**src/hdl/gmbd_pkg.sv**
```systemverilog
// ----------------------------------------------------------------------------
// gmbd_pkg
// Shared types, layout tables and lookup function of the codeword block
// deinterleaver.
// ----------------------------------------------------------------------------
package gmbd_pkg;

    localparam int NUM_VERSIONS = 13;
    localparam int NUM_LEVELS   = 5;
    localparam int TAB_DEPTH    = NUM_VERSIONS * NUM_LEVELS;

    localparam logic [3:0] VERSION_RESET = 4'd1;
    localparam logic [2:0] LEVEL_RESET   = 3'd1;

    // configuration register indexes
    typedef logic [0:0] cfg_addr_t;
    localparam cfg_addr_t CFG_VERSION  = 1'b0;
    localparam cfg_addr_t CFG_EC_LEVEL = 1'b1;

    typedef struct packed {
        logic [6:0] n1;
        logic [3:0] b1;
        logic [3:0] nb;
        logic [5:0] e1;
        logic [3:0] b3;
        logic [5:0] e2;
    } layout_t;

    typedef struct packed {
        logic [7:0] byte_out;
        logic [3:0] block_index;
        logic [6:0] position;
        logic       is_data;
        logic [6:0] data_length;
        logic       last;
    } result_t;

    localparam logic [6:0] N1_TAB [NUM_VERSIONS] = '{
        7'd18, 7'd50, 7'd98, 7'd81, 7'd121, 7'd113, 7'd113,
        7'd116, 7'd121, 7'd126, 7'd118, 7'd125, 7'd122
    };
    localparam logic [3:0] B1_TAB [NUM_VERSIONS] = '{
        4'd1, 4'd1, 4'd1, 4'd2, 4'd2, 4'd2, 4'd2, 4'd3, 4'd2, 4'd7, 4'd5, 4'd10, 4'd6
    };
    localparam logic [3:0] B2_TAB [NUM_VERSIONS] = '{
        4'd0, 4'd0, 4'd0, 4'd0, 4'd0, 4'd1, 4'd2, 4'd2, 4'd4, 4'd0, 4'd4, 4'd0, 4'd6
    };

    // per version, five levels each
    localparam logic [5:0] E1_TAB [TAB_DEPTH] = '{
        6'd0,  6'd3,  6'd5,  6'd7,  6'd9,
        6'd5,  6'd10, 6'd15, 6'd20, 6'd25,
        6'd9,  6'd19, 6'd29, 6'd39, 6'd49,
        6'd8,  6'd16, 6'd24, 6'd32, 6'd41,
        6'd12, 6'd24, 6'd36, 6'd48, 6'd61,
        6'd11, 6'd23, 6'd34, 6'd45, 6'd57,
        6'd12, 6'd23, 6'd34, 6'd45, 6'd57,
        6'd12, 6'd23, 6'd35, 6'd47, 6'd58,
        6'd12, 6'd24, 6'd36, 6'd48, 6'd61,
        6'd13, 6'd26, 6'd38, 6'd51, 6'd63,
        6'd12, 6'd24, 6'd36, 6'd47, 6'd59,
        6'd13, 6'd25, 6'd38, 6'd50, 6'd63,
        6'd13, 6'd25, 6'd37, 6'd49, 6'd61
    };
    localparam logic [3:0] B3_TAB [TAB_DEPTH] = '{
        4'd0, 4'd1,  4'd1, 4'd1,  4'd1,
        4'd1, 4'd1,  4'd1, 4'd1,  4'd1,
        4'd1, 4'd1,  4'd1, 4'd1,  4'd1,
        4'd2, 4'd2,  4'd2, 4'd2,  4'd1,
        4'd2, 4'd2,  4'd2, 4'd2,  4'd1,
        4'd3, 4'd1,  4'd2, 4'd3,  4'd1,
        4'd1, 4'd2,  4'd3, 4'd4,  4'd1,
        4'd2, 4'd5,  4'd3, 4'd1,  4'd4,
        4'd6, 4'd6,  4'd6, 4'd6,  4'd1,
        4'd4, 4'd1,  4'd5, 4'd2,  4'd7,
        4'd6, 4'd4,  4'd2, 4'd9,  4'd7,
        4'd5, 4'd10, 4'd5, 4'd10, 4'd5,
        4'd1, 4'd3,  4'd5, 4'd7,  4'd9
    };
    localparam logic [5:0] E2_TAB [TAB_DEPTH] = '{
        6'd0,  6'd0,  6'd0,  6'd0,  6'd0,
        6'd0,  6'd0,  6'd0,  6'd0,  6'd0,
        6'd0,  6'd0,  6'd0,  6'd0,  6'd0,
        6'd0,  6'd0,  6'd0,  6'd0,  6'd40,
        6'd0,  6'd0,  6'd0,  6'd0,  6'd60,
        6'd0,  6'd22, 6'd33, 6'd0,  6'd56,
        6'd11, 6'd22, 6'd33, 6'd0,  6'd56,
        6'd11, 6'd0,  6'd34, 6'd46, 6'd57,
        6'd0,  6'd0,  6'd0,  6'd0,  6'd60,
        6'd12, 6'd25, 6'd37, 6'd50, 6'd0,
        6'd11, 6'd23, 6'd35, 6'd0,  6'd58,
        6'd12, 6'd0,  6'd37, 6'd0,  6'd62,
        6'd12, 6'd24, 6'd36, 6'd48, 6'd60
    };

    function automatic layout_t layout_lookup(input logic [3:0] version,
                                              input logic [2:0] ec_level);
        logic [3:0] vi;
        logic [2:0] li;
        logic [6:0] idx;
        layout_t    lay;
        if (version == 4'd0) begin
            vi = 4'd0;
        end else if (version > 4'(NUM_VERSIONS)) begin
            vi = 4'(NUM_VERSIONS - 1);
        end else begin
            vi = version - 4'd1;
        end
        if (ec_level == 3'd0) begin
            li = 3'd0;
        end else if (ec_level > 3'(NUM_LEVELS)) begin
            li = 3'(NUM_LEVELS - 1);
        end else begin
            li = ec_level - 3'd1;
        end
        idx    = 7'({3'd0, vi} * 7'd5) + {4'd0, li};
        lay.n1 = N1_TAB[vi];
        lay.b1 = B1_TAB[vi];
        lay.nb = B1_TAB[vi] + B2_TAB[vi];
        lay.e1 = E1_TAB[idx];
        lay.b3 = B3_TAB[idx];
        lay.e2 = E2_TAB[idx];
        return lay;
    endfunction

endpackage

```
**src/hdl/gmbd_layout.sv**
```systemverilog
// ----------------------------------------------------------------------------
// gmbd_layout
// Configuration registers and the registered block layout looked up from
// the version and error-correction level tables.
// ----------------------------------------------------------------------------
module gmbd_layout (
    input  logic                 aclk,
    input  logic                 aresetn,
    input  logic                 cfg_wr_en,
    input  gmbd_pkg::cfg_addr_t  cfg_addr,
    input  logic [3:0]           cfg_wr_data,
    output gmbd_pkg::layout_t    layout
);

    logic [3:0]        version_reg, version_next;
    logic [2:0]        level_reg, level_next;
    gmbd_pkg::layout_t layout_reg, layout_next;

    always_comb begin
        version_next = version_reg;
        level_next   = level_reg;
        if (cfg_wr_en) begin
            unique case (cfg_addr)
                gmbd_pkg::CFG_VERSION:  version_next = cfg_wr_data;
                gmbd_pkg::CFG_EC_LEVEL: level_next   = cfg_wr_data[2:0];
                default: ;
            endcase
        end
        layout_next = gmbd_pkg::layout_lookup(version_next, level_next);
    end

    always_ff @(posedge aclk) begin
        if (!aresetn) begin
            version_reg <= gmbd_pkg::VERSION_RESET;
            level_reg   <= gmbd_pkg::LEVEL_RESET;
            layout_reg  <= gmbd_pkg::layout_lookup(gmbd_pkg::VERSION_RESET,
                                                   gmbd_pkg::LEVEL_RESET);
        end else begin
            version_reg <= version_next;
            level_reg   <= level_next;
            layout_reg  <= layout_next;
        end
    end

    assign layout = layout_reg;

endmodule

```
**src/hdl/gmbd_tagger.sv**
```systemverilog
// ----------------------------------------------------------------------------
// gmbd_tagger
// Block and position counters; tags each accepted codeword with its block,
// position, data length and last flag.
// ----------------------------------------------------------------------------
module gmbd_tagger (
    input  logic               aclk,
    input  logic               aresetn,
    input  gmbd_pkg::layout_t  layout,
    input  logic               in_accept,
    input  logic [7:0]         codeword,
    input  logic               start_req,
    output logic               res_valid,
    output gmbd_pkg::result_t  res
);

    logic [3:0] blk_reg, blk_next;
    logic [6:0] col_reg, col_next;
    logic       done_reg, done_next;

    logic [3:0] blk;
    logic [6:0] pos;
    logic       done;
    logic [6:0] n2;
    logic [4:0] blk_inc;
    logic       out_of_range;
    logic [6:0] bsize;
    logic [6:0] elen;
    logic [6:0] dlen;
    logic       fin;

    always_comb begin
        blk  = start_req ? 4'd0 : blk_reg;
        pos  = start_req ? 7'd0 : col_reg;
        done = start_req ? 1'b0 : done_reg;

        n2           = layout.n1 - 7'd1;
        blk_inc      = {1'b0, blk} + 5'd1;
        out_of_range = (blk >= layout.nb) || (pos > n2) ||
                       ((pos == n2) && (blk >= layout.b1));
        bsize        = (blk < layout.b1) ? layout.n1 : n2;
        elen         = (blk < layout.b3) ? {1'b0, layout.e1} : {1'b0, layout.e2};
        dlen         = bsize - elen;
        fin          = (pos == n2) && (blk_inc == {1'b0, layout.b1});

        res.byte_out    = codeword;
        res.block_index = blk;
        res.position    = pos;
        res.is_data     = pos < dlen;
        res.data_length = dlen;
        res.last        = fin;
        res_valid       = in_accept && !done && !out_of_range;

        blk_next  = blk_reg;
        col_next  = col_reg;
        done_next = done_reg;
        if (in_accept) begin
            priority if (done) begin
                blk_next  = blk;
                col_next  = pos;
                done_next = done;
            end else if (out_of_range || fin) begin
                blk_next  = 4'd0;
                col_next  = 7'd0;
                done_next = 1'b1;
            end else if ((pos < n2) && (blk_inc >= {1'b0, layout.nb})) begin
                blk_next  = 4'd0;
                col_next  = pos + 7'd1;
                done_next = 1'b0;
            end else begin
                blk_next  = blk_inc[3:0];
                col_next  = pos;
                done_next = 1'b0;
            end
        end
    end

    always_ff @(posedge aclk) begin
        if (!aresetn) begin
            blk_reg  <= 4'd0;
            col_reg  <= 7'd0;
            done_reg <= 1'b0;
        end else begin
            blk_reg  <= blk_next;
            col_reg  <= col_next;
            done_reg <= done_next;
        end
    end

endmodule

```
**src/hdl/gmbd_out_slice.sv**
```systemverilog
// ----------------------------------------------------------------------------
// gmbd_out_slice
// Result register with a skid stage, so the input side keeps running for
// one transaction while the receiver stalls.
// ----------------------------------------------------------------------------
module gmbd_out_slice (
    input  logic               aclk,
    input  logic               aresetn,
    input  logic               res_valid,
    input  gmbd_pkg::result_t  res,
    output logic               in_ready,
    output logic               out_valid,
    output gmbd_pkg::result_t  out_res,
    input  logic               out_ready
);

    logic              main_valid_reg, main_valid_next;
    logic              skid_valid_reg, skid_valid_next;
    gmbd_pkg::result_t main_reg, main_next;
    gmbd_pkg::result_t skid_reg, skid_next;
    logic              pop;

    always_comb begin
        pop             = main_valid_reg && out_ready;
        main_valid_next = main_valid_reg;
        skid_valid_next = skid_valid_reg;
        main_next       = main_reg;
        skid_next       = skid_reg;
        if (skid_valid_reg) begin
            if (pop) begin
                main_next       = skid_reg;
                skid_valid_next = 1'b0;
            end
        end else if (res_valid) begin
            if (!main_valid_reg || pop) begin
                main_next       = res;
                main_valid_next = 1'b1;
            end else begin
                skid_next       = res;
                skid_valid_next = 1'b1;
            end
        end else if (pop) begin
            main_valid_next = 1'b0;
        end
    end

    always_ff @(posedge aclk) begin
        if (!aresetn) begin
            main_valid_reg <= 1'b0;
            skid_valid_reg <= 1'b0;
        end else begin
            main_valid_reg <= main_valid_next;
            skid_valid_reg <= skid_valid_next;
        end
        main_reg <= main_next;
        skid_reg <= skid_next;
    end

    assign in_ready  = !skid_valid_reg;
    assign out_valid = main_valid_reg;
    assign out_res   = main_reg;

endmodule

```
**src/hdl/grid_matrix_block_deinterleaver_core.sv**
```systemverilog
// ----------------------------------------------------------------------------
// grid_matrix_block_deinterleaver_core
// Tags raw codewords of a grid matrix symbol with block and position.
// ----------------------------------------------------------------------------
// usage:
//   s_ channel takes one raw codeword per transaction, s_tuser marks the
//   first codeword of a symbol and restarts the counters
//   m_ channel gives one tagged codeword per result, m_tlast on the final
//   codeword of the symbol, m_tuser set for data and clear for ecc
//   bytes outside the layout or after the final codeword give no result
//   until the next start
//   version and ec_level are written through cfg_wr_en / cfg_addr /
//   cfg_wr_data while no transaction is in flight
//   the result is registered: the tag is worked out combinationally and
//   captured in the result register, or in the skid stage on a stall
//   throughput: one codeword per cycle while the receiver takes results
//   reset: counters cleared, version 1, ec_level 1, no result pending
//   receiver stall: the skid stage absorbs one more transaction, then
//   s_tready drops until the result register drains
// ----------------------------------------------------------------------------
module grid_matrix_block_deinterleaver_core (
    input  logic                aclk,
    input  logic                aresetn,
    input  logic                cfg_wr_en,
    input  gmbd_pkg::cfg_addr_t cfg_addr,
    input  logic [3:0]          cfg_wr_data,
    input  logic                s_tvalid,
    output logic                s_tready,
    input  logic [7:0]          s_tdata,   // codeword
    input  logic                s_tuser,   // start_req
    output logic                m_tvalid,
    input  logic                m_tready,
    output logic [31:0]         m_tdata,   // byte_out, block_index, position, data_length
    output logic                m_tuser,   // is_data
    output logic                m_tlast
);

    gmbd_pkg::layout_t layout;
    gmbd_pkg::result_t res;
    gmbd_pkg::result_t out_res;
    logic              res_valid;
    logic              in_accept;

    assign in_accept = s_tvalid && s_tready;

    gmbd_layout u_layout (
        .aclk        (aclk),
        .aresetn     (aresetn),
        .cfg_wr_en   (cfg_wr_en),
        .cfg_addr    (cfg_addr),
        .cfg_wr_data (cfg_wr_data),
        .layout      (layout)
    );

    gmbd_tagger u_tagger (
        .aclk      (aclk),
        .aresetn   (aresetn),
        .layout    (layout),
        .in_accept (in_accept),
        .codeword  (s_tdata),
        .start_req (s_tuser),
        .res_valid (res_valid),
        .res       (res)
    );

    gmbd_out_slice u_out_slice (
        .aclk      (aclk),
        .aresetn   (aresetn),
        .res_valid (res_valid),
        .res       (res),
        .in_ready  (s_tready),
        .out_valid (m_tvalid),
        .out_res   (out_res),
        .out_ready (m_tready)
    );

    assign m_tdata = {6'd0, out_res.data_length, out_res.position,
                      out_res.block_index, out_res.byte_out};
    assign m_tuser = out_res.is_data;
    assign m_tlast = out_res.last;

endmodule

```
**config.mk**
```make
export PLATFORM = sky130hd
export DESIGN_NAME = grid_matrix_block_deinterleaver_core
export DESIGN_NICKNAME = d
export VERILOG_FILES = /design/src/hdl/gmbd_pkg.sv /design/src/hdl/gmbd_layout.sv /design/src/hdl/gmbd_tagger.sv /design/src/hdl/gmbd_out_slice.sv /design/src/hdl/grid_matrix_block_deinterleaver_core.sv
export SDC_FILE = /design/constraint.sdc
export NUM_CORES = 1
export LEC_CHECK = 0
export BUFFER_PORTS_ARGS = -buffer_cell sky130_fd_sc_hd__buf_2
export CAP_MARGIN = 15
export CORE_AREA = 2 2 117 119
export DETAILED_ROUTE_END_ITERATION = 10
export DIE_AREA = 0 0 119 121
export PLACE_DENSITY_LB_ADDON = 0.3
export SYNTH_ARGS = -nofsm -noshare
export SYNTH_HDL_FRONTEND = slang
export SYNTH_HIERARCHICAL = 1
export SYNTH_SLANG_ARGS = --single-unit
```
**constraint.sdc**
```tcl
create_clock -name aclk -period 5.9 [get_ports aclk]
set_input_delay 1.18 -clock aclk [delete_from_list [all_inputs] [get_ports aclk]]
set_output_delay 1.18 -clock aclk [all_outputs]
set_load 0.05 [all_outputs]
```
==> metrics.md <==
| Metric | Value |
|---|---|
| DR pass1 iterations | 6 |
| Cts bufs inserted | 9 |
| Final hold violations | 0 |
| Slew Viols, Final | 0 |
| RePlAce Congestion | 0.973 |
| RSZ-0062 raised after global routing | false |
| CP Cell Sequence | buf_2 -> nand2b_1 -> mux2_4 -> inv_1 -> ha_1 -> inv_1 -> a211o_1 -> o22a_1 -> nand2_1 -> inv_1 -> ha_1 -> ha_1 -> fa_1 -> buf_12 -> nand2b_1 -> nand2_1 -> mux4_2 -> o21ai_0 -> a41oi_1 |
| Synthesis-to-layout area growth | 8.89% |
| Number of synthesized flops with an enable pin | 56 |
| Reg-to-Reg Start | u_tagger/blk_reg[1] |
| # diodes | 0 |
| Minimum clock period | 5650 ps |
| Vias per cell | 6.08 |
| Clk slew on worst S/H paths | 70 ps |
| Final setup viols | 0 |
| DR iter-0 viols | 799 |
| Status | finished, final reports clean |
| IO Pins | 55 |
| Top FF cell, synth | edfxtp_1 |
| Worst Hold Margin | 477 ps |
| CTS tree | yes |
| Crit-path max FO | 42 |
| Worst slew pin tran | 1050 ps |
| Crit start category | input port |
| Vias in the first global route | 5,900 |
| Pwr/cell area | 394 nW/µm² |
| Final worst path period share | 95.7% |
| Root Buffer | clkbuf_16 |
| Layout Nets | 920 |
| Mapped Cells | 786 |
| R2R Path End | u_out_slice/out_res[8] |
| Hold crit path type | reg2reg |
| Post-synth ARST share | 0% |
| First-pass GRT wire length | 29,500 µm |
| Peak VDD IR | 258 µV |
| Register area share after synthesis | 35.1% |
| Setup WS pre-CTS | -8.39 ps |
| # H-tree levels | 3 |
| Detail Route Antenna Nets | 0 |
| Setup TNS | 0 ps |
| Critical path class | in2reg |
| Warnings, synthesis | 6 |
| Via total after detailed routing | 6,157 |
| Clk_lat worst skew | 350 ps |
| Worst Hold End | u_tagger/col_reg[2] |
| DP Wirelength | 13,300 µm |
| Max Buffers Root-to-Sink | 2 |
| Share of cells above drive strength 1 | 20.1% |
| Die W | 119 µm |
| Reg2Reg Depth | 22 |
| # DRC | 0 |
| Fmax | 177 MHz |
| GRT Overall Usage | 25.6% |
| Total Power | 3.33 mW |
| Antenna violations before repair | 0 |
| Crit-path max cell delay | 640 ps |
| Fin worst setup slack | 252 ps |
| CP endpoint kind | register |
| Area post-placement | 8180 µm² |
| Largest register FFs | 31 |
| Post-synthesis instance area | 7760 µm² |
| Port-buffer cells | 48 |
| Netlist cell types | 94 |
| Post-cts hold buffer count | 0 |
| Worst endpoint required time | 6100 ps |
| Crit path max-delay cell type | fa_1 |
| Worst Hold Launch | u_tagger/col_reg[2] |
| Reg-to-reg setup timing slack | 1070 ps |
| Min-Delay Path Depth | 2 |
| Core Region | 13,100 µm² |
| CTS Sinks | 108 |
| Slew headroom | 29.7% |
| Row cnt | 42 |
| Post-synthesis register bit count | 108 |
| Max-cap violations | 0 |
| Die area | 14,400 µm² |
| Design area | 8450 µm² |
| Worst EP arrival | 5850 ps |
| Synthesized area per cell | 9.87 µm² |
| Routed WL per cell | 17.9 µm |
| Total gr overflow | 0 |
| Starting Density | 59.3% |
| Leakage power | 3.52 nW |
| Total wire length | 18,100 µm |
| Die Y | 121 µm |
| Clk_skew | 5.91 ps |
| Largest net degree at the start of global routing | 43 |
[per-stage QoR]
stage,instances,utilization (%)
after floorplan,791,-
after global placement,997,62.5
after detailed placement,997,62.5
after CTS,1013,64.5
after global routing,1013,64.6
final,1013,64.6
[cell families (layout without fill, tap and decap cells)]
kind of cell / count (synthesis) / count (layout) / share of synthesized area (%)
mux: 55 / 55 / 9.60
buf+inv: 100 / 146 / 6.92
compound gates: 203 / 203 / 18.2
simple gates: 216 / 216 / 14.7
flops: 108 / 108 / 35.1
other cells: 1 / 6 / 0.0483
xor+xnor: 33 / 33 / 3.90
fa+ha+maj: 70 / 70 / 11.5
[cells in the final DEF, fill, tap and decap left out, types with 10 or more instances in the layout]
| master | Yosys | layout |
|---|---|---|
| xnor2_1 | 26 | 25 |
| and3_1 | 11 | 11 |
| nand3_1 | 20 | 20 |
| dfxtp_1 | 52 | 51 |
| nand2b_1 | 16 | 16 |
| buf_2 | 13 | 48 |
| nand2_1 | 53 | 53 |
| nor3_1 | 28 | 28 |
| a31oi_1 | 13 | 13 |
| a211oi_1 | 10 | 10 |
| edfxtp_1 | 56 | 56 |
| ha_1 | 66 | 66 |
| o21ai_0 | 42 | 42 |
| nor2_1 | 42 | 42 |
| mux2i_1 | 16 | 16 |
| inv_1 | 45 | 45 |
| a21oi_1 | 49 | 47 |
| buf_4 | 15 | 30 |
| mux2_4 | 29 | 29 |
[worst max-delay path, delay by kind of cell]
family	cells	cell delay (ps)
adders and majority gates	4	1490
AOI/OAI and AO/OA	4	910
muxes	2	850
and+or+nand+nor	4	720
buffers and inverters	5	680
[routing by layer]
metal	track usage [%]	routed length, µm
met5	0	0
met4	11.7	658
met3	4.04	1150
met2	43.4	8710
met1	32.2	7610
[timing repair]
action / 4_1_cts / 5_1_grt
endpoints found under the setup margin: 0 / 1
buffers inserted: 0 / 0
resized for setup: 0 / 1
hold endpoints to repair: 0 / 0
[layout make-up]
cell class	count	area, µm²
tap	176	220
sequential	108	2720
multi-input combinational	583	4540
clock inverter	7	42.5
inverter	50	190
clock buffer	9	225
timing repair buffer	80	505
fill	1044	4640
[cell usage after synthesis (3+ instances only)]
cell type   n  area (µm²)
a21o_1      7        52.6
mux2_2      6        67.6
xor2_1      6        52.6
a21oi_1    49         245
a211o_1     4        35.0
o211ai_1    8        60.1
ha_1       66         826
buf_2      13        65.1
nand3b_1    4        30.0
o2111ai_1   3        26.3
a21boi_0    3        22.5
buf_12      3        60.1
a211oi_1   10        75.1
nand2b_1   16         100
fa_1        3        60.1
o21ai_1     5        25.0
a31oi_1    13        81.3
nand2_1    53         199
nor2b_1     7        43.8
nor2_1     42         158
nor3_1     28         140
o21a_1      6        45.0
o21bai_1    5        37.5
edfxtp_1   56        1680
inv_1      45         169
inv_2       3        11.3
nand3_1    20         100
and2_1      7        43.8
a41oi_1     3        26.3
clkbuf_1   12        45.0
mux2i_1    16         160
and3_1     11        68.8
dfxtp_1    52        1040
xnor2_1    26         228
nand4_1     3        18.8
mux2_4     29         435
a32o_1      7        70.1
buf_4      15         113
buf_6       5        56.3
a311oi_1    6        52.6
o21ai_0    42         210
[report_power, final]
| part | total [mW] | switching [mW] | leakage (nW) | internal, mW |
|---|---|---|---|---|
| logic | 1.77 | 1.10 | 2.44 | 0.676 |
| registers | 1.01 | 0.0547 | 0.949 | 0.954 |
| clock network | 0.544 | 0.261 | 0.123 | 0.283 |
| total | 3.33 | 1.41 | 3.52 | 1.91 |
[worst max-delay path by stage]
stage / slack (ps) / start / end / cells after the start
final: 250 / cfg_addr / u_layout/layout[15] / 19
after global placement: 70 / cfg_addr / u_layout/layout[15] / 19
after detailed placement: -8 / cfg_addr / u_layout/layout[15] / 19
after global routing: 100 / cfg_addr / u_layout/layout[15] / 19
after floorplan: 450 / cfg_addr / u_layout/layout[6] / 21
after CTS: 360 / cfg_addr / u_layout/layout[15] / 19
(Power assumes the default switching activity.)
